[config.mk]
export PLATFORM = sky130hd
export DESIGN_NAME = rf_link_frame_receiver_unit
export DESIGN_NICKNAME = d
export VERILOG_FILES = /design/src/rtl/rflfr_pkg.sv /design/src/rtl/rflfr_parser.sv /design/src/rtl/rflfr_out_stage.sv /design/src/rtl/rf_link_frame_receiver_unit.sv
export SDC_FILE = /design/constraint.sdc
export NUM_CORES = 1
export LEC_CHECK = 0
export BUFFER_PORTS_ARGS = -buffer_cell sky130_fd_sc_hd__clkbuf_2
export CAP_MARGIN = 40
export CORE_ASPECT_RATIO = 2
export CORE_MARGIN = 2
export CORE_UTILIZATION = 60
export DETAILED_ROUTE_END_ITERATION = 12
export GPL_TIMING_DRIVEN = 0
export HOLD_SLACK_MARGIN = 0.1
export PLACE_DENSITY = 0.8
export SYNTH_ARGS = -nofsm -noshare
export SYNTH_HDL_FRONTEND = slang
export SYNTH_HIERARCHICAL = 1
export SYNTH_SLANG_ARGS = --single-unit
[constraint.sdc]
create_clock -name aclk -period 4.6 [get_ports aclk]
set_input_delay 0.92 -clock aclk [delete_from_list [all_inputs] [get_ports aclk]]
set_output_delay 0.92 -clock aclk [all_outputs]
set_load 0.005 [all_outputs]
[src/rtl/rflfr_pkg.sv]
// Package with shared types and constants for the RF link frame receiver.
`timescale 1ns / 1ps
`default_nettype none

package rflfr_pkg;

    localparam int BYTE_W  = 8;
    localparam int EVENT_W = 3;
    localparam int CFG_ADDR_W = 2;

    localparam logic [2:0] LEN_MASK = 3'b111;
    localparam logic [2:0] LEN_EXTENDED = 3'd7;

    localparam logic [7:0] ACK_CODE_RESET    = 8'd6;
    localparam logic [7:0] NACK_CODE_RESET   = 8'd21;
    localparam logic [7:0] RETRY_LIMIT_RESET = 8'd3;

    typedef enum logic [CFG_ADDR_W-1:0] {
        CFG_ACK_CODE    = 2'd0,
        CFG_NACK_CODE   = 2'd1,
        CFG_RETRY_LIMIT = 2'd2
    } cfg_index_t;

    typedef enum logic [2:0] {
        PH_HEADER  = 3'd0,
        PH_COMMAND = 3'd1,
        PH_EXTLEN  = 3'd2,
        PH_DATA    = 3'd3,
        PH_CHECK   = 3'd4
    } phase_t;

    typedef enum logic [EVENT_W-1:0] {
        EV_PAYLOAD = 3'd0,
        EV_GOOD    = 3'd1,
        EV_BAD     = 3'd2,
        EV_ACKED   = 3'd3,
        EV_RESEND  = 3'd4,
        EV_DROPPED = 3'd5
    } event_t;

    typedef struct packed {
        logic [BYTE_W-1:0] ack_code;
        logic [BYTE_W-1:0] nack_code;
        logic [BYTE_W-1:0] retry_limit;
    } cfg_t;

    typedef struct packed {
        logic              valid;
        event_t            event_res;
        logic [BYTE_W-1:0] value;
        logic              last;
    } result_t;

endpackage

`default_nettype wire

[src/rtl/rflfr_parser.sv]
// Frame parser state machine that turns each accepted byte into at most one result.
`timescale 1ns / 1ps
`default_nettype none

module rflfr_parser
    import rflfr_pkg::*;
(
    input  wire logic              aclk,
    input  wire logic              aresetn,
    input  wire logic              byte_accept,
    input  wire logic [BYTE_W-1:0] rx_byte,
    input  wire cfg_t              cfg,
    output result_t                result
);

    phase_t            phase_reg, phase_next;
    logic [BYTE_W-1:0] remaining_reg, remaining_next;
    logic [BYTE_W-1:0] xor_reg, xor_next;
    logic              ext_reg, ext_next;
    logic [BYTE_W-1:0] header_reg, header_next;
    logic [BYTE_W-1:0] retry_reg, retry_next;
    logic [BYTE_W-1:0] data_left;

    assign data_left = (remaining_reg != '0) ? remaining_reg - 1'b1 : remaining_reg;

    always_ff @(posedge aclk) begin
        if (!aresetn) begin
            phase_reg     <= PH_HEADER;
            remaining_reg <= '0;
            xor_reg       <= '0;
            ext_reg       <= 1'b0;
            header_reg    <= '0;
            retry_reg     <= '0;
        end else if (byte_accept) begin
            phase_reg     <= phase_next;
            remaining_reg <= remaining_next;
            xor_reg       <= xor_next;
            ext_reg       <= ext_next;
            header_reg    <= header_next;
            retry_reg     <= retry_next;
        end
    end

    always_comb begin
        phase_next     = phase_reg;
        remaining_next = remaining_reg;
        xor_next       = xor_reg ^ rx_byte;
        ext_next       = ext_reg;
        header_next    = header_reg;
        retry_next     = retry_reg;
        case (phase_reg)
            PH_HEADER: begin
                xor_next = xor_reg;
                if (rx_byte == cfg.ack_code) begin
                    retry_next = '0;
                end else if (rx_byte == cfg.nack_code) begin
                    if (retry_reg >= cfg.retry_limit) begin
                        retry_next = BYTE_W'(1);
                    end else begin
                        retry_next = retry_reg + 1'b1;
                    end
                end else begin
                    header_next    = rx_byte;
                    xor_next       = rx_byte;
                    remaining_next = BYTE_W'(rx_byte[2:0] & LEN_MASK);
                    ext_next       = ((rx_byte[2:0] & LEN_MASK) == LEN_EXTENDED);
                    phase_next     = PH_COMMAND;
                end
            end
            PH_COMMAND: begin
                if (ext_reg) begin
                    remaining_next = rx_byte;
                    phase_next     = PH_EXTLEN;
                end else begin
                    phase_next = (remaining_reg == '0) ? PH_CHECK : PH_DATA;
                end
            end
            PH_EXTLEN: begin
                remaining_next = rx_byte;
                phase_next     = (rx_byte == '0) ? PH_CHECK : PH_DATA;
            end
            PH_DATA: begin
                remaining_next = data_left;
                if (data_left == '0) begin
                    phase_next = PH_CHECK;
                end
            end
            default: begin
                phase_next     = PH_HEADER;
                xor_next       = '0;
                remaining_next = '0;
                ext_next       = 1'b0;
            end
        endcase
    end

    always_comb begin
        result.valid     = 1'b1;
        result.event_res = EV_PAYLOAD;
        result.value     = '0;
        result.last      = 1'b0;
        case (phase_reg)
            PH_HEADER: begin
                if (rx_byte == cfg.ack_code) begin
                    result.event_res = EV_ACKED;
                end else if (rx_byte == cfg.nack_code) begin
                    result.event_res = (retry_reg >= cfg.retry_limit) ? EV_DROPPED : EV_RESEND;
                end else begin
                    result.valid = 1'b0;
                end
            end
            PH_COMMAND: begin
                result.valid = !ext_reg;
                result.value = rx_byte;
                result.last  = (remaining_reg == '0);
            end
            PH_EXTLEN: begin
                result.value = remaining_reg;
                result.last  = (rx_byte == '0);
            end
            PH_DATA: begin
                result.value = rx_byte;
                result.last  = (data_left == '0);
            end
            default: begin
                result.event_res = ((xor_reg ^ rx_byte) == '0) ? EV_GOOD : EV_BAD;
                result.value     = header_reg;
            end
        endcase
    end

    a_ext_only_with_seven: assert property (@(posedge aclk) disable iff (!aresetn)
        (phase_reg == PH_EXTLEN) |-> ext_reg && (header_reg[2:0] == LEN_EXTENDED))
        else $error("Extended length phase reached without an extended header.");

    a_check_resets_frame: assert property (@(posedge aclk) disable iff (!aresetn)
        byte_accept && (phase_reg == PH_CHECK) |=> (phase_reg == PH_HEADER) && (xor_reg == '0))
        else $error("Frame state not cleared after the checksum byte.");

    a_header_sets_xor: assert property (@(posedge aclk) disable iff (!aresetn)
        (phase_reg == PH_COMMAND) |-> (xor_reg == header_reg))
        else $error("Running XOR does not start from the frame header.");

endmodule

`default_nettype wire

[src/rtl/rflfr_out_stage.sv]
// Output register stage that holds one result while the downstream side stalls.
`timescale 1ns / 1ps
`default_nettype none

module rflfr_out_stage
    import rflfr_pkg::*;
(
    input  wire logic               aclk,
    input  wire logic               aresetn,
    input  wire logic               load,
    input  wire result_t            result,
    output logic                    ready,
    output logic                    m_tvalid,
    input  wire logic               m_tready,
    output logic [BYTE_W-1:0]       m_tdata,
    output logic [EVENT_W-1:0]      m_tuser,
    output logic                    m_tlast
);

    logic              valid_reg;
    logic [BYTE_W-1:0] data_reg;
    event_t            event_reg;
    logic              last_reg;

    assign ready = !valid_reg || m_tready;

    always_ff @(posedge aclk) begin
        if (!aresetn) begin
            valid_reg <= 1'b0;
        end else if (ready) begin
            valid_reg <= load && result.valid;
        end
    end

    always_ff @(posedge aclk) begin
        if (ready && load && result.valid) begin
            data_reg  <= result.value;
            event_reg <= result.event_res;
            last_reg  <= result.last;
        end
    end

    assign m_tvalid = valid_reg;
    assign m_tdata  = data_reg;
    assign m_tuser  = event_reg;
    assign m_tlast  = last_reg;

endmodule

`default_nettype wire

[src/rtl/rf_link_frame_receiver_unit.sv]
// Top level of the RF link frame receiver: configuration registers, parser and output stage.
//
// The slave stream carries one received link byte per transfer in s_tdata. Each byte
// produces zero or one result on the master stream: a payload byte (command or data,
// with m_tlast on the final one), a frame good or bad report carrying the header at
// the checksum byte, or an acknowledge, resend or drop report for a partner reply.
// The header byte produces nothing, and neither does the command byte of an
// extended-length frame; that command byte comes out with the length byte.
// A result appears on the master side in the cycle after its input transfer. The block
// takes one byte per cycle unless the master side stalls; the single output register lets
// a new byte enter while the previous result is taken.
// When the master side stalls, the output register holds its result and s_tready
// drops until that result is taken.
// The configuration port writes the acknowledge code, reject code and retry limit
// by index; write it only while no transfer is in flight.
// A synchronous active-low reset returns the parser to waiting for a header, clears
// the retry count and output valid, and restores the default codes (6, 21, limit 3).
`timescale 1ns / 1ps
`default_nettype none

module rf_link_frame_receiver_unit
    import rflfr_pkg::*;
(
    input  wire logic                  aclk,
    input  wire logic                  aresetn,
    input  wire logic                  s_tvalid,
    output logic                       s_tready,
    input  wire logic [BYTE_W-1:0]     s_tdata,   // [7:0] rx_byte
    output logic                       m_tvalid,
    input  wire logic                  m_tready,
    output logic [BYTE_W-1:0]          m_tdata,   // [7:0] value
    output logic [EVENT_W-1:0]         m_tuser,   // [2:0] event_res
    output logic                       m_tlast,
    input  wire logic                  cfg_wr_en,
    input  wire logic [CFG_ADDR_W-1:0] cfg_addr,
    input  wire logic [BYTE_W-1:0]     cfg_wdata
);

    cfg_t    cfg_reg;
    result_t result;
    logic    byte_accept;

    assign byte_accept = s_tvalid && s_tready;

    always_ff @(posedge aclk) begin
        if (!aresetn) begin
            cfg_reg.ack_code    <= ACK_CODE_RESET;
            cfg_reg.nack_code   <= NACK_CODE_RESET;
            cfg_reg.retry_limit <= RETRY_LIMIT_RESET;
        end else if (cfg_wr_en) begin
            case (cfg_addr)
                CFG_ACK_CODE:    cfg_reg.ack_code    <= cfg_wdata;
                CFG_NACK_CODE:   cfg_reg.nack_code   <= cfg_wdata;
                CFG_RETRY_LIMIT: cfg_reg.retry_limit <= cfg_wdata;
                default:         cfg_reg             <= cfg_reg;
            endcase
        end
    end

    rflfr_parser u_parser (
        .aclk        (aclk),
        .aresetn     (aresetn),
        .byte_accept (byte_accept),
        .rx_byte     (s_tdata),
        .cfg         (cfg_reg),
        .result      (result)
    );

    rflfr_out_stage u_out_stage (
        .aclk     (aclk),
        .aresetn  (aresetn),
        .load     (byte_accept),
        .result   (result),
        .ready    (s_tready),
        .m_tvalid (m_tvalid),
        .m_tready (m_tready),
        .m_tdata  (m_tdata),
        .m_tuser  (m_tuser),
        .m_tlast  (m_tlast)
    );

    a_event_in_range: assert property (@(posedge aclk) disable iff (!aresetn)
        m_tvalid |-> (m_tuser <= EV_DROPPED))
        else $error("Result carries an undefined event code.");

    a_last_only_on_payload: assert property (@(posedge aclk) disable iff (!aresetn)
        m_tvalid && m_tlast |-> (m_tuser == EV_PAYLOAD))
        else $error("Last marker set on a report that is not payload.");

    a_reply_value_zero: assert property (@(posedge aclk) disable iff (!aresetn)
        m_tvalid && (m_tuser == EV_ACKED || m_tuser == EV_RESEND || m_tuser == EV_DROPPED)
        |-> (m_tdata == '0))
        else $error("Reply report carries a nonzero value.");

    a_no_result_without_transfer: assert property (@(posedge aclk) disable iff (!aresetn)
        !m_tvalid && !byte_accept |=> !m_tvalid)
        else $error("Result appeared without an input transfer.");

endmodule

`default_nettype wire
==> impl_results.html, run 1 <==
<table>
<tr><th>Metric</th><th>Value</th></tr>
<tr><th colspan="2">STA</th></tr>
<tr><td>Final setup skew</td><td>around 5.9 ps</td></tr>
<tr><td>Total count of max-transition violations in the final report</td><td>0</td></tr>
<tr><td>Peak Freq</td><td>approximately 0.35 GHz</td></tr>
<tr><td>Final critical path time including I/O delays and setup</td><td>~2800 ps</td></tr>
<tr><td>Unrepaired setup endpoints after global routing</td><td>no</td></tr>
<tr><td>Number of hold violations in the final report</td><td>0</td></tr>
<tr><td>Normalized max-slew margin</td><td>around 60%</td></tr>
<tr><td>Number of failing setup endpoints in the final timing report</td><td>0</td></tr>
<tr><td>Setup TNS</td><td>0 ps</td></tr>
<tr><td>Period utilisation layout</td><td>approximately three fifths</td></tr>
<tr><td>Worst Tran Pin Value</td><td>roughly 570 ps</td></tr>
<tr><th colspan="2">Layout</th></tr>
<tr><td>Antenna diodes</td><td>0</td></tr>
<tr><td>Flip-flop count of the largest register after layout</td><td>24</td></tr>
<tr><td>Area overhead of the layout relative to synthesis</td><td>13.52%</td></tr>
<tr><td>Post-route core utilization</td><td>70.38%</td></tr>
<tr><td>Total Nets Final</td><td>roughly 570</td></tr>
<tr><td>Layout cell share with drive strength beyond 1</td><td>between 10% and 20%</td></tr>
<tr><th colspan="2">Pwr</th></tr>
<tr><td>Switching pwr</td><td>0.5116 mW</td></tr>
<tr><td>Sequential share of power</td><td>39.0%</td></tr>
<tr><td>Power share of the combinational group</td><td>between 10% and 20%</td></tr>
<tr><td>Internal power of the cells</td><td>around 1.3 mW</td></tr>
<tr><td>Static Leakage</td><td>roughly 2.0 nW</td></tr>
<tr><td>Power share of the clock group</td><td>about 41%</td></tr>
<tr><td>Highest ir drop seen on vdd</td><td>between 200 and 300 uV</td></tr>
<tr><td>Pwr Density</td><td>~380 nW/um2</td></tr>
<tr><td>Net switching share of the total power</td><td>between 20 and 30%</td></tr>
<tr><th colspan="2">GRT</th></tr>
<tr><td>Initial antenna violation count</td><td>0</td></tr>
<tr><td>Overall track demand over capacity in global routing</td><td>about 29%</td></tr>
<tr><td>Number of global-route vias before repair</td><td>roughly 3900</td></tr>
<tr><td>First-pass GRT wire length</td><td>17680 um</td></tr>
<tr><td>Global route total overflow</td><td>0</td></tr>
<tr><td>Maximum number of pins on one net before global-route repair</td><td>14</td></tr>
<tr><th colspan="2">Die</th></tr>
<tr><td>Total number of placement rows</td><td>between 40 and 50</td></tr>
<tr><td>Chip width</td><td>between 60 and 70 um</td></tr>
<tr><td>Die Area</td><td>between 7000 and 8000 um2</td></tr>
<tr><td>Number of top-level pins</td><td>37</td></tr>
<tr><td>DIE HEIGHT</td><td>approximately 120 um</td></tr>
<tr><td>Core region area</td><td>around 6900 um2</td></tr>
<tr><td>Starting utilization of the core area</td><td>slightly above 60%</td></tr>
<tr><th colspan="2">Logic synthesis</th></tr>
<tr><td>Area share of xor/xnor cells in the synthesized design</td><td>roughly 6.7%</td></tr>
<tr><td>Post-Syn Nets</td><td>530</td></tr>
<tr><td>Sequential fraction of the synthesis area</td><td>36.75%</td></tr>
<tr><td>Post-synthesis async set-or-reset flop share</td><td>0%</td></tr>
<tr><td>Synthesized cell area</td><td>4303 um2</td></tr>
<tr><td>Mean instance size in the synthesized netlist</td><td>approximately 8.7 um2</td></tr>
<tr><td>Count of yosys warnings during synthesis</td><td>6</td></tr>
<tr><td>Simple-gate portion of the synthesized area</td><td>between 20% and 30%</td></tr>
<tr><td>Register bit total from synthesis</td><td>73</td></tr>
<tr><td>Synthesized instance count</td><td>between 400 and 500</td></tr>
<tr><td>Most used DFF post-synth</td><td>sky130_fd_sc_hd__dfxtp_1</td></tr>
<tr><td>Largest family of logic cells by synthesized area</td><td>simple AND/OR/NAND/NOR gates</td></tr>
<tr><td>Number of library cell types mapped by synthesis</td><td>between 60 and 70</td></tr>
<tr><td>Compound-Gate Fraction of Synth Area</td><td>between 10% and 20%</td></tr>
<tr><td>Fraction of synthesized area in multiplexers</td><td>about 7.7%</td></tr>
<tr><td>Adder-cell share of the synthesized area</td><td>~2.9%</td></tr>
<tr><td>Count of flip-flops with a built-in enable after synthesis</td><td>12</td></tr>
<tr><th colspan="2">Critical path</th></tr>
<tr><td>Endpoint of the worst-slack reg-to-reg timing path</td><td>u_out_stage/m_tuser[0]</td></tr>
<tr><td>CP Max Fanout</td><td>12</td></tr>
<tr><td>Critical path type</td><td>primary input to register</td></tr>
<tr><td>Worst reg2reg path startpoint</td><td>u_parser/retry_reg[0]</td></tr>
<tr><td>Worst path arrival time</td><td>between 2000 and 3000 ps</td></tr>
<tr><td>Worst R2R Path Depth</td><td>8</td></tr>
<tr><td>Worst Path Required</td><td>between 4000 and 5000 ps</td></tr>
<tr><td>Kind of end point of the critical path</td><td>register</td></tr>
<tr><td>Register-to-register path setup slack</td><td>between 2000 and 2500 ps</td></tr>
<tr><td>Kind of start point of the critical path</td><td>primary input</td></tr>
<tr><th colspan="2">Routing</th></tr>
<tr><td>Aggregate routed wire length</td><td>roughly 11000 um</td></tr>
<tr><td>Starting DRT DRC Count</td><td>341</td></tr>
<tr><td>Number of nets with antenna violations after routing</td><td>0</td></tr>
<tr><td>Number of iterations in the first detailed-routing pass</td><td>5</td></tr>
<tr><td>Routed wire per std cell</td><td>approximately 17 um</td></tr>
<tr><td>Via density per instance</td><td>just over 6</td></tr>
<tr><td>Detailed-route via count</td><td>about 3800</td></tr>
<tr><td>DRC</td><td>0</td></tr>
<tr><th colspan="2">Placed design</th></tr>
<tr><td>RD Place Congestion</td><td>approximately 0.93</td></tr>
<tr><td>Post-detailed-placement half-perimeter wirelength</td><td>7933 um</td></tr>
<tr><td>Port buffer count</td><td>28</td></tr>
<tr><th colspan="2">Min path</th></tr>
<tr><td>Start point of the worst min-delay path</td><td>cfg_reg[6]</td></tr>
<tr><td>Destination of the worst hold path</td><td>cfg_reg[6]</td></tr>
<tr><td>Type of the worst min-delay path</td><td>register to register</td></tr>
<tr><td>Worst hold path cell count</td><td>2</td></tr>
<tr><th colspan="2">Status</th></tr>
<tr><td>Outcome</td><td>complete, no violations</td></tr>
<tr><th colspan="2">CTS</th></tr>
<tr><td>Total setup buffers inserted after CTS</td><td>0</td></tr>
<tr><td>Depth of the CTS H-tree</td><td>3</td></tr>
<tr><td>TritonCTS sink count</td><td>between 70 and 80</td></tr>
<tr><td>Later-pin clock latency in the skew report</td><td>340 ps</td></tr>
<tr><td>Cell at the root of the clock tree</td><td>sky130_fd_sc_hd__clkbuf_16</td></tr>
<tr><td>Num CTS Buffers</td><td>9</td></tr>
<tr><td>Clock slew at reported path FFs</td><td>60 ps</td></tr>
<tr><td>PostCTS Resize Cnt</td><td>0</td></tr>
<tr><td>Maximum count of clock buffers along a single path</td><td>2</td></tr>
<tr><td>Number of hold-repair buffers added at the cts stage</td><td>0</td></tr>
<tr><td>CTS tree</td><td>yes</td></tr>
<tr><th colspan="2">Flow run</th></tr>
<tr><td>Number of maximum-capacitance violations</td><td>0</td></tr>
</table>
[cell usage in the layout, fill, tap and decap left out, types with 5 or more instances in the layout]
| master | count |
|---|---|
| sky130_fd_sc_hd__clkbuf_1 | 19 |
| sky130_fd_sc_hd__clkbuf_16 | 9 |
| sky130_fd_sc_hd__nor3_1 | 8 |
| sky130_fd_sc_hd__clkbuf_2 | 29 |
| sky130_fd_sc_hd__nor2_1 | 33 |
| sky130_fd_sc_hd__buf_6 | 8 |
| sky130_fd_sc_hd__and3_1 | 6 |
| sky130_fd_sc_hd__xnor2_1 | 16 |
| sky130_fd_sc_hd__nand2_1 | 56 |
| sky130_fd_sc_hd__ha_1 | 10 |
| sky130_fd_sc_hd__o211ai_1 | 11 |
| sky130_fd_sc_hd__and3b_1 | 5 |
| sky130_fd_sc_hd__mux2i_1 | 33 |
| sky130_fd_sc_hd__a21oi_1 | 19 |
| sky130_fd_sc_hd__dfxtp_1 | 61 |
| sky130_fd_sc_hd__nor2b_1 | 20 |
| sky130_fd_sc_hd__o21ai_0 | 39 |
| sky130_fd_sc_hd__buf_2 | 10 |
| sky130_fd_sc_hd__inv_1 | 14 |
| sky130_fd_sc_hd__nand3_1 | 20 |
| sky130_fd_sc_hd__xor2_1 | 17 |
| sky130_fd_sc_hd__edfxtp_1 | 12 |
[stage by stage]
| stage | cell area [um2] | hold slack, ps | setup WS [ps] | power, mW | instances |
|---|---|---|---|---|---|
| finish | 4885 | 466.4 | 1771 | 1.834 | 631 |
| global route | 4885 | 492.2 | 1811 | 1.905 | 631 |
| CTS | 4885 | 469.2 | 1836 | 1.834 | 631 |
| detailed placement | 4556 | 462.8 | 1474 | 1.078 | 615 |
| global placement | 4556 | 451.5 | 1442 | 1.067 | 615 |
| floorplan | 4303 | 434.7 | 1925 | 0.9853 | 497 |
[power groups by stage]
stage	clock network, mW	registers (mW)	logic, mW
after floorplan	0	0.724	0.261
after global placement	0	0.727	0.340
after detailed placement	0	0.729	0.349
after CTS	0.767	0.716	0.352
after global routing	0.793	0.720	0.392
final	0.760	0.716	0.359
[area by class of cell]
class	instances	area [um2]
multi-input cells	368	2426
clock inverters	6	90.09
fillers	536	2056
clock buffers	10	239.0
repair buffers	28	140.1
flip-flops and latches	73	1582
well taps	90	112.6
inverters	14	52.55
plain buffers	42	242.7
[cell families (layout without fill, tap and decap cells)]
logic type               Yosys count  count (layout)
flip-flops                        73              73
buffers and inverters             56             100
XOR/XNOR                          33              33
adder cells (fa/ha/maj)           10              10
AO/OA/AOI/OAI                    107             107
multiplexers                      33              33
AND/OR/NAND/NOR                  185             185
[worst max-delay path by stage]
| stage | startpoint | end | slack [ps] | cells past startpoint |
|---|---|---|---|---|
| after floorplan | s_tdata[1] | u_out_stage/m_tdata[0] | 1920 | 8 |
| after global placement | s_tdata[5] | u_out_stage/m_tlast | 1440 | 8 |
| after detailed placement | s_tdata[5] | u_out_stage/m_tdata[1] | 1470 | 8 |
| after CTS | s_tdata[5] | u_out_stage/m_tuser[2] | 1840 | 8 |
| after global routing | s_tdata[5] | u_out_stage/m_tuser[2] | 1810 | 8 |
| final | s_tdata[5] | u_out_stage/m_tuser[2] | 1770 | 8 |
[cells in the mapped netlist (3+ instances only)]
library cell | number | share of area, %
sky130_fd_sc_hd__and3_1 | 6 | 0.87
sky130_fd_sc_hd__dfxtp_1 | 61 | 28
sky130_fd_sc_hd__o21ai_0 | 39 | 4.5
sky130_fd_sc_hd__o31ai_1 | 3 | 0.52
sky130_fd_sc_hd__nand3b_1 | 3 | 0.52
sky130_fd_sc_hd__a21oi_1 | 19 | 2.2
sky130_fd_sc_hd__o211ai_1 | 11 | 1.9
sky130_fd_sc_hd__nand2b_1 | 3 | 0.44
sky130_fd_sc_hd__or3_1 | 3 | 0.44
sky130_fd_sc_hd__buf_4 | 3 | 0.52
sky130_fd_sc_hd__o21bai_1 | 3 | 0.52
sky130_fd_sc_hd__a22oi_1 | 3 | 0.52
sky130_fd_sc_hd__nand3_1 | 20 | 2.3
sky130_fd_sc_hd__mux2i_1 | 33 | 7.7
sky130_fd_sc_hd__buf_6 | 8 | 2.1
sky130_fd_sc_hd__nor4_1 | 3 | 0.44
sky130_fd_sc_hd__a31oi_1 | 3 | 0.44
sky130_fd_sc_hd__edfxtp_1 | 12 | 8.4
sky130_fd_sc_hd__inv_1 | 14 | 1.2
sky130_fd_sc_hd__clkbuf_1 | 19 | 1.7
sky130_fd_sc_hd__a211oi_1 | 4 | 0.70
sky130_fd_sc_hd__nor2_1 | 33 | 2.9
sky130_fd_sc_hd__ha_1 | 10 | 2.9
sky130_fd_sc_hd__nor2b_1 | 20 | 2.9
sky130_fd_sc_hd__nor3_1 | 8 | 0.93
sky130_fd_sc_hd__nand4_1 | 4 | 0.58
sky130_fd_sc_hd__xor2_1 | 17 | 3.5
sky130_fd_sc_hd__buf_2 | 10 | 1.2
sky130_fd_sc_hd__nand2_1 | 56 | 4.9
sky130_fd_sc_hd__and3b_1 | 5 | 1.0
sky130_fd_sc_hd__xnor2_1 | 16 | 3.3
[critical path: stages]
cell                      delay (ps)
sky130_fd_sc_hd__buf_2           190
sky130_fd_sc_hd__xor2_1          190
sky130_fd_sc_hd__nor4_1          480
sky130_fd_sc_hd__nand3_1         250
sky130_fd_sc_hd__and2_4          230
sky130_fd_sc_hd__nand3_1         140
sky130_fd_sc_hd__nand2_2         100
sky130_fd_sc_hd__nor2b_4         320
[layer usage]
layer	vias up	global-route usage [%]	wire (um)
li1	1816	-	-
met1	1799	26.96	3858
met2	137	55.47	5933
met3	54	4.246	469
met4	0	22.96	642
met5	-	0	0
Note: power is estimated with default switching activity, not from simulation.
==> run 2, diff against run 1 <==
Settings changed: ABC_AREA set to 1.
Clock period 4.6 ns to 2.8 ns, I/O delays scaled along.
==> impl_results.html, run 2 <==
<table>
<tr><th>Metric</th><th>Value</th></tr>
<tr><th colspan="2">Status</th></tr>
<tr><td>Outcome</td><td>complete, no violations</td></tr>
<tr><th colspan="2">STA</th></tr>
<tr><td>Unrepaired setup endpoints after global routing</td><td>no</td></tr>
<tr><td>Normalized max-slew margin</td><td>63.23% (+1.8 points)</td></tr>
<tr><td>Total count of max-transition violations in the final report</td><td>0 (unchanged)</td></tr>
<tr><td>Final critical path time including I/O delays and setup</td><td>between 2000 and 2500 ps</td></tr>
<tr><td>Period utilisation layout</td><td>between 80% and 90%</td></tr>
<tr><td>Number of hold violations in the final report</td><td>0 (unchanged)</td></tr>
<tr><td>Number of failing setup endpoints in the final timing report</td><td>0 (unchanged)</td></tr>
<tr><td>Setup TNS</td><td>0 ps (unchanged)</td></tr>
<tr><td>Final setup skew</td><td>8.705 ps (+2.776 ps)</td></tr>
<tr><td>Peak Freq</td><td>~0.41 GHz</td></tr>
<tr><td>Worst Tran Pin Value</td><td>551.5 ps (-20.42 ps)</td></tr>
<tr><th colspan="2">Logic synthesis</th></tr>
<tr><td>Most used DFF post-synth</td><td>sky130_fd_sc_hd__dfxtp_1</td></tr>
<tr><td>Synthesized instance count</td><td>608 (+22%)</td></tr>
<tr><td>Top cell type by total area after synthesis</td><td>sky130_fd_sc_hd__dfxtp_1</td></tr>
<tr><td>Register bit total from synthesis</td><td>73 (unchanged)</td></tr>
<tr><td>Number of library cell types mapped by synthesis</td><td>40 (-38%)</td></tr>
<tr><td>Count of flip-flops with a built-in enable after synthesis</td><td>12 (unchanged)</td></tr>
<tr><td>Most numerous cell types in the synthesized netlist</td><td>sky130_fd_sc_hd__nand2_1, sky130_fd_sc_hd__inv_1, sky130_fd_sc_hd__nor2_1</td></tr>
<tr><td>Compound-Gate Fraction of Synth Area</td><td>10.64% (-5.6 points)</td></tr>
<tr><td>Proportion of netlist area held by the largest area contributor</td><td>28.21% (-0.17 points)</td></tr>
<tr><td>Area share of xor/xnor cells in the synthesized design</td><td>5.780% (-0.94 points)</td></tr>
<tr><td>Count of yosys warnings during synthesis</td><td>6 (unchanged)</td></tr>
<tr><td>Leading cell types by total area after synthesis</td><td>sky130_fd_sc_hd__dfxtp_1, sky130_fd_sc_hd__nand2_1, sky130_fd_sc_hd__edfxtp_1</td></tr>
<tr><td>Fraction of synthesized area in multiplexers</td><td>0% (-7.7 points)</td></tr>
<tr><td>Adder-cell share of the synthesized area</td><td>2.890% (-0.018 points)</td></tr>
<tr><td>Mean instance size in the synthesized netlist</td><td>7.120 um2 (-18%)</td></tr>
<tr><td>Simple-gate portion of the synthesized area</td><td>32.75% (+9.9 points)</td></tr>
<tr><td>Top-count cell post-synth</td><td>sky130_fd_sc_hd__nand2_1</td></tr>
<tr><td>Synthesized cell area</td><td>4329 um2 (+0.61%)</td></tr>
<tr><td>Sequential fraction of the synthesis area</td><td>36.53% (-0.22 points)</td></tr>
<tr><td>Post-synthesis async set-or-reset flop share</td><td>0% (unchanged)</td></tr>
<tr><td>Post-Syn Nets</td><td>641 (+21%)</td></tr>
<tr><td>Largest family of logic cells by synthesized area</td><td>simple AND/OR/NAND/NOR gates</td></tr>
<tr><th colspan="2">Layout</th></tr>
<tr><td>Non-filler instance count after layout</td><td>746 (+18%)</td></tr>
<tr><td>Post-route core utilization</td><td>70.49% (+0.11 points)</td></tr>
<tr><td>Filler instances</td><td>600 (+12%)</td></tr>
<tr><td>Most used cells in the layout excluding fill and tap cells</td><td>sky130_fd_sc_hd__nand2_1, sky130_fd_sc_hd__inv_1, sky130_fd_sc_hd__nor2_1</td></tr>
<tr><td>Most common cell after layout, fill and taps aside</td><td>sky130_fd_sc_hd__nand2_1</td></tr>
<tr><td>Final instance area</td><td>4892 um2 (+0.15%)</td></tr>
<tr><td>Area of the multi-input gates</td><td>2253 um2 (-7.1%)</td></tr>
<tr><td>Storage element area</td><td>1582 um2 (unchanged)</td></tr>
<tr><td>Flip-flop count of the largest register after layout</td><td>24 (unchanged)</td></tr>
<tr><td>Antenna diodes</td><td>0 (unchanged)</td></tr>
<tr><td>Area overhead of the layout relative to synthesis</td><td>13.01%</td></tr>
<tr><td>Layout cell share with drive strength beyond 1</td><td>17.07% (+1.9 points)</td></tr>
<tr><td>Total Nets Final</td><td>684 (+20%)</td></tr>
<tr><th colspan="2">GRT</th></tr>
<tr><td>Number of global-route vias before repair</td><td>4169 (+8.1%)</td></tr>
<tr><td>First-pass GRT wire length</td><td>19200 um (+8.6%)</td></tr>
<tr><td>Global route total overflow</td><td>0 (unchanged)</td></tr>
<tr><td>Overall track demand over capacity in global routing</td><td>31.98% (+2.8 points)</td></tr>
<tr><td>Initial antenna violation count</td><td>0 (unchanged)</td></tr>
<tr><td>Maximum number of pins on one net before global-route repair</td><td>13 (-1)</td></tr>
<tr><th colspan="2">Critical path</th></tr>
<tr><td>Worst Path Required</td><td>2840 ps (-1760 ps)</td></tr>
<tr><td>Critical path type</td><td>primary input to register</td></tr>
<tr><td>Kind of end point of the critical path</td><td>register</td></tr>
<tr><td>Worst path arrival time</td><td>2480 ps (-350 ps)</td></tr>
<tr><td>Register-to-register path setup slack</td><td>410 ps (-1740 ps)</td></tr>
<tr><td>CP Max Fanout</td><td>8 (-4)</td></tr>
<tr><td>Worst R2R Path Depth</td><td>10 (+2)</td></tr>
<tr><td>Kind of start point of the critical path</td><td>primary input</td></tr>
<tr><th colspan="2">CTS</th></tr>
<tr><td>Total setup buffers inserted after CTS</td><td>0 (unchanged)</td></tr>
<tr><td>Maximum count of clock buffers along a single path</td><td>2 (unchanged)</td></tr>
<tr><td>Later-pin clock latency in the skew report</td><td>340 ps (about the same)</td></tr>
<tr><td>Num CTS Buffers</td><td>9 (unchanged)</td></tr>
<tr><td>Number of hold-repair buffers added at the cts stage</td><td>0 (unchanged)</td></tr>
<tr><td>Cell at the root of the clock tree</td><td>sky130_fd_sc_hd__clkbuf_16</td></tr>
<tr><td>TritonCTS sink count</td><td>73 (unchanged)</td></tr>
<tr><td>CTS tree</td><td>yes</td></tr>
<tr><td>Depth of the CTS H-tree</td><td>3 (unchanged)</td></tr>
<tr><td>Clock slew at reported path FFs</td><td>50 ps (about the same)</td></tr>
<tr><td>PostCTS Resize Cnt</td><td>0 (unchanged)</td></tr>
<tr><th colspan="2">Die</th></tr>
<tr><td>Total number of placement rows</td><td>43 (unchanged)</td></tr>
<tr><td>Number of top-level pins</td><td>37 (unchanged)</td></tr>
<tr><td>DIE HEIGHT</td><td>124.1 um (+0.29%)</td></tr>
<tr><td>Chip width</td><td>64.07 um (+0.29%)</td></tr>
<tr><td>Starting utilization of the core area</td><td>62.38% (+0.38 points)</td></tr>
<tr><td>Die Area</td><td>7952 um2 (+0.59%)</td></tr>
<tr><td>Core region area</td><td>6940 um2 (unchanged)</td></tr>
<tr><th colspan="2">Routing</th></tr>
<tr><td>Number of nets with antenna violations after routing</td><td>0 (unchanged)</td></tr>
<tr><td>DRC</td><td>0 (unchanged)</td></tr>
<tr><td>Aggregate routed wire length</td><td>11550 um (+6.0%)</td></tr>
<tr><td>Detailed-route via count</td><td>4083 (+7.3%)</td></tr>
<tr><td>Routed wire per std cell</td><td>15.49 um (-10%)</td></tr>
<tr><td>Number of iterations in the first detailed-routing pass</td><td>4 (-1)</td></tr>
<tr><td>Via density per instance</td><td>5.473 (-9.3%)</td></tr>
<tr><td>Starting DRT DRC Count</td><td>362 (+6.2%)</td></tr>
<tr><th colspan="2">Flow run</th></tr>
<tr><td>Number of maximum-capacitance violations</td><td>0 (unchanged)</td></tr>
<tr><th colspan="2">Min path</th></tr>
<tr><td>Type of the worst min-delay path</td><td>register to register</td></tr>
<tr><td>Worst hold path cell count</td><td>2 (unchanged)</td></tr>
<tr><th colspan="2">Pwr</th></tr>
<tr><td>Highest ir drop seen on vdd</td><td>435.4 uV (+52%)</td></tr>
<tr><td>Pwr Density</td><td>618.2 nW/um2 (+65%)</td></tr>
<tr><td>Static Leakage</td><td>2.259 nW (+15%)</td></tr>
<tr><th colspan="2">Placed design</th></tr>
<tr><td>Post-DP Area</td><td>4604 um2 (+1.1%)</td></tr>
<tr><td>Cell total after placement</td><td>730 (+19%)</td></tr>
<tr><td>RD Place Congestion</td><td>0.9912 (+6.2%)</td></tr>
<tr><td>Port buffer count</td><td>31 (+11%)</td></tr>
<tr><td>Post-detailed-placement half-perimeter wirelength</td><td>9049 um (+14%)</td></tr>
</table>
## run 2: final cells by class
| cell class | instances | share of cell area [%] |
|---|---|---|
| clock inverters | 2 | 0.2558 |
| clock buffers | 14 | 5.627 |
| well taps | 90 | 2.302 |
| flip-flops and latches | 73 | 32.33 |
| repair buffers | 32 | 3.325 |
| multi-input cells | 427 | 46.06 |
| plain buffers | 21 | 3.427 |
| inverters | 87 | 6.675 |
## run 2: cell families (layout without fill, tap and decap cells)
logic type / Yosys count / after routing
buffers and inverters: 108 / 156
and+or+nand+nor: 312 / 312
adders and majority gates: 10 / 10
xor gates and xnor gates: 26 / 26
AOI/OAI and AO/OA: 79 / 79
DFF: 73 / 73
## run 2: path summary, 6_finish.rpt
kind                                  start                     end
worst max register to register  cfg_reg[22]  u_out_stage/m_tdata[6]
worst max-delay path             s_tdata[5]  u_out_stage/m_tdata[6]
worst min-delay path             cfg_reg[0]              cfg_reg[0]
worst min register to register   cfg_reg[0]              cfg_reg[0]
## run 2: layer usage
layer | up-vias | global-route usage [%] | part of all wire [%]
li1 | 2033 | - | -
met1 | 1875 | 28.40 | 33
met2 | 123 | 59.96 | 55
met3 | 52 | 6.323 | 3.6
met4 | 0 | 26.90 | 8.3
met5 | - | 0 | 0
## run 2: per-stage QoR
stage,setup WS (ps),hold WS [ps],power [mW]
finish,364.4,465.6,3.024
global route,317.9,487.9,3.178
CTS,446.0,466.0,3.026
detailed placement,89.00,452.4,1.925
global placement,-255.7,444.9,1.903
floorplan,366.3,428.9,1.732
## run 2: worst max-delay path, stage by stage
cell and delay [ps]:
sky130_fd_sc_hd__clkbuf_2 150, sky130_fd_sc_hd__xnor2_1 170, sky130_fd_sc_hd__nand2_1 60, sky130_fd_sc_hd__nor2_1 310, sky130_fd_sc_hd__nand2_2 130, sky130_fd_sc_hd__nand2_2 110
sky130_fd_sc_hd__nand2_4 70, sky130_fd_sc_hd__nand3_1 80, sky130_fd_sc_hd__nand2_1 90, sky130_fd_sc_hd__a21oi_1 450, sky130_fd_sc_hd__buf_4 290
## run 2: where the power goes
part / internal, mW / switching [mW]
Combinational: 0.246 / 0.444
Clock: 0.677 / 0.432
Sequential: 1.16 / 0.0651
==> run 3, diff against run 2 <==
Settings changed: PLACE_DENSITY 0.8 to unset, PLACE_DENSITY_LB_ADDON set to 0.3.
==> impl_results.html, run 3 (synthesized netlist as in run 2, its figures left out) <==
<table>
<tr><th>Metric</th><th>Value</th></tr>
<tr><th colspan="2">Layout</th></tr>
<tr><td>Antenna diodes</td><td>0 (unchanged)</td></tr>
<tr><td>Layout cell share with drive strength beyond 1</td><td>17.23% (+0.15 points)</td></tr>
<tr><td>Most used cells in the layout excluding fill and tap cells</td><td>sky130_fd_sc_hd__nand2_1, sky130_fd_sc_hd__inv_1, sky130_fd_sc_hd__nor2_1</td></tr>
<tr><td>Flip-flop count of the largest register after layout</td><td>24 (unchanged)</td></tr>
<tr><td>Area overhead of the layout relative to synthesis</td><td>13.01% (unchanged)</td></tr>
<tr><td>Total Nets Final</td><td>684 (unchanged)</td></tr>
<tr><td>Final instance area</td><td>4892 um2 (unchanged)</td></tr>
<tr><td>Most common cell after layout, fill and taps aside</td><td>sky130_fd_sc_hd__nand2_1</td></tr>
<tr><td>Post-route core utilization</td><td>70.49% (unchanged)</td></tr>
<tr><th colspan="2">GRT</th></tr>
<tr><td>First-pass GRT wire length</td><td>19280 um (+0.40%)</td></tr>
<tr><td>Global route total overflow</td><td>0 (unchanged)</td></tr>
<tr><td>Overall track demand over capacity in global routing</td><td>32.11% (+0.13 points)</td></tr>
<tr><td>Initial antenna violation count</td><td>0 (unchanged)</td></tr>
<tr><td>Number of global-route vias before repair</td><td>4204 (+0.84%)</td></tr>
<tr><td>Maximum number of pins on one net before global-route repair</td><td>13 (unchanged)</td></tr>
<tr><th colspan="2">CTS</th></tr>
<tr><td>Cell at the root of the clock tree</td><td>sky130_fd_sc_hd__clkbuf_16</td></tr>
<tr><td>Number of hold-repair buffers added at the cts stage</td><td>0 (unchanged)</td></tr>
<tr><td>Later-pin clock latency in the skew report</td><td>340 ps (about the same)</td></tr>
<tr><td>Num CTS Buffers</td><td>9 (unchanged)</td></tr>
<tr><td>Depth of the CTS H-tree</td><td>3 (unchanged)</td></tr>
<tr><td>Total setup buffers inserted after CTS</td><td>0 (unchanged)</td></tr>
<tr><td>Maximum count of clock buffers along a single path</td><td>2 (unchanged)</td></tr>
<tr><td>PostCTS Resize Cnt</td><td>0 (unchanged)</td></tr>
<tr><td>Clock slew at reported path FFs</td><td>50 ps (about the same)</td></tr>
<tr><td>TritonCTS sink count</td><td>73 (unchanged)</td></tr>
<tr><td>CTS tree</td><td>yes</td></tr>
<tr><th colspan="2">Critical path</th></tr>
<tr><td>Kind of end point of the critical path</td><td>register</td></tr>
<tr><td>CP Max Fanout</td><td>8 (unchanged)</td></tr>
<tr><td>Worst path arrival time</td><td>2410 ps (-70 ps)</td></tr>
<tr><td>Kind of start point of the critical path</td><td>primary input</td></tr>
<tr><td>Slowest stage cell, crit path</td><td>sky130_fd_sc_hd__a21oi_1</td></tr>
<tr><td>Worst Path Required</td><td>2840 ps (about the same)</td></tr>
<tr><td>Critical path type</td><td>primary input to register</td></tr>
<tr><td>Largest delay share family, worst path</td><td>simple AND/OR/NAND/NOR gates</td></tr>
<tr><td>Cells traversed along the worst timing path</td><td>clkbuf_2 &gt; xnor2_1 &gt; nand2_1 &gt; nor2_1 &gt; nand2_2 &gt; nand2_2 &gt; nand2_4 &gt; nand3_1 &gt; nand2_1 &gt; a21oi_1 &gt; buf_4</td></tr>
<tr><td>Register-to-register path setup slack</td><td>480 ps (+70 ps)</td></tr>
<tr><td>Delay of the slowest critical-path stage</td><td>430 ps (-20 ps)</td></tr>
<tr><td>CP bufs+invs</td><td>2 (unchanged)</td></tr>
<tr><th colspan="2">STA</th></tr>
<tr><td>Min Hold Slack</td><td>458.9 ps (-6.620 ps)</td></tr>
<tr><td>Peak Freq</td><td>0.4223 GHz (+2.9%)</td></tr>
<tr><td>Normalized max-slew margin</td><td>64.54% (+1.3 points)</td></tr>
<tr><td>Unrepaired setup endpoints after global routing</td><td>no</td></tr>
<tr><td>Number of failing setup endpoints in the final timing report</td><td>0 (unchanged)</td></tr>
<tr><td>Final setup skew</td><td>5.382 ps (-3.323 ps)</td></tr>
<tr><td>Final critical path time including I/O delays and setup</td><td>2368 ps (-67.62 ps)</td></tr>
<tr><td>Period utilisation layout</td><td>84.57% (-2.4 points)</td></tr>
<tr><td>Number of hold violations in the final report</td><td>0 (unchanged)</td></tr>
<tr><td>Setup TNS</td><td>0 ps (unchanged)</td></tr>
<tr><td>Total count of max-transition violations in the final report</td><td>0 (unchanged)</td></tr>
<tr><td>Worst Tran Pin Value</td><td>531.9 ps (-19.62 ps)</td></tr>
<tr><th colspan="2">Flow run</th></tr>
<tr><td>Number of maximum-capacitance violations</td><td>0 (unchanged)</td></tr>
<tr><th colspan="2">Routing</th></tr>
<tr><td>Routed wire per std cell</td><td>15.63 um (+0.93%)</td></tr>
<tr><td>Starting DRT DRC Count</td><td>230 (-36%)</td></tr>
<tr><td>DRC</td><td>0 (unchanged)</td></tr>
<tr><td>Via density per instance</td><td>5.523 (+0.91%)</td></tr>
<tr><td>Aggregate routed wire length</td><td>11660 um (+0.93%)</td></tr>
<tr><td>Detailed-route via count</td><td>4120 (+0.91%)</td></tr>
<tr><td>Number of nets with antenna violations after routing</td><td>0 (unchanged)</td></tr>
<tr><td>Number of iterations in the first detailed-routing pass</td><td>5 (+1)</td></tr>
<tr><th colspan="2">Die</th></tr>
<tr><td>Chip width</td><td>64.07 um (unchanged)</td></tr>
<tr><td>Die Area</td><td>7952 um2 (unchanged)</td></tr>
<tr><td>Starting utilization of the core area</td><td>62.38% (unchanged)</td></tr>
<tr><td>Core region area</td><td>6940 um2 (unchanged)</td></tr>
<tr><td>Total number of placement rows</td><td>43 (unchanged)</td></tr>
<tr><td>DIE HEIGHT</td><td>124.1 um (unchanged)</td></tr>
<tr><td>Number of top-level pins</td><td>37 (unchanged)</td></tr>
<tr><th colspan="2">Pwr</th></tr>
<tr><td>Static Leakage</td><td>2.257 nW (about the same)</td></tr>
<tr><td>Highest ir drop seen on vdd</td><td>384.1 uV (-12%)</td></tr>
<tr><td>Pwr Density</td><td>619.1 nW/um2 (+0.14%)</td></tr>
<tr><th colspan="2">Placed design</th></tr>
<tr><td>Post-DP Area</td><td>4604 um2 (unchanged)</td></tr>
<tr><td>RD Place Congestion</td><td>0.9942 (+0.30%)</td></tr>
<tr><td>Post-detailed-placement half-perimeter wirelength</td><td>9147 um (+1.1%)</td></tr>
<tr><td>Port buffer count</td><td>31 (unchanged)</td></tr>
<tr><th colspan="2">Status</th></tr>
<tr><td>Outcome</td><td>complete, no violations</td></tr>
<tr><th colspan="2">Min path</th></tr>
<tr><td>Type of the worst min-delay path</td><td>register to register</td></tr>
</table>
[run 3: cell count changes in the layout (fill, tap and decap cells not counted)]
cell                         before  now
sky130_fd_sc_hd__bufinv_16        0    1
sky130_fd_sc_hd__clkbuf_1         9    7
sky130_fd_sc_hd__clkbuf_16       10    9
sky130_fd_sc_hd__clkbuf_8         1    0
sky130_fd_sc_hd__clkinv_1         0    1
sky130_fd_sc_hd__clkinv_2         1    2
sky130_fd_sc_hd__clkinvlp_4       1    2
[run 3: report_power, final]
part | switching, mW | leakage (nW) | internal [mW]
clock network | 0.425 | 0.136 | 0.683
logic | 0.450 | 1.51 | 0.246
registers | 0.0652 | 0.615 | 1.16
[run 3: per-stage QoR]
step | setup WS, ps | std cells | total power, mW
floorplan | 366.3 | 608 | 1.732
finish | 432.0 | 746 | 3.029
detailed placement | 76.01 | 730 | 1.925
global route | 217.2 | 746 | 3.175
global placement | -252.9 | 729 | 1.905
CTS | 420.2 | 746 | 3.032
[run 3: path summary, 6_finish.rpt]
path,start,endpoint,depth (start not counted)
hold / removal,u_parser/header_reg[0],u_parser/header_reg[0],2
hold reg to reg,u_parser/header_reg[0],u_parser/header_reg[0],2
setup / recovery,s_tdata[5],u_out_stage/m_tdata[7],11
setup reg to reg,cfg_reg[23],u_out_stage/m_tdata[7],10
[run 3: cell type report]
class	instances	area [um2]
Multi-Input combinational cell	427	2253
Fill cell	599	2048
Sequential cell	73	1582
Inverter	87	326.6
Clock buffer	10	229.0
Buffer	21	167.7
Timing Repair Buffer	32	162.7
Tap cell	90	112.6
Clock inverter	6	58.81
[run 3: tightest hold or removal path: stages (launching register included)]
cell	delay, ps
sky130_fd_sc_hd__dfxtp_1	290
sky130_fd_sc_hd__inv_1	60
sky130_fd_sc_hd__a21oi_1	60
[run 3: layer usage]
metal	vias up	GRT usage, %	part of all wire, %
met5	-	0	0
li1	2033	-	-
met4	0	29.35	8.3
met3	59	5.149	3.8
met2	140	60.87	56
met1	1888	27.69	32
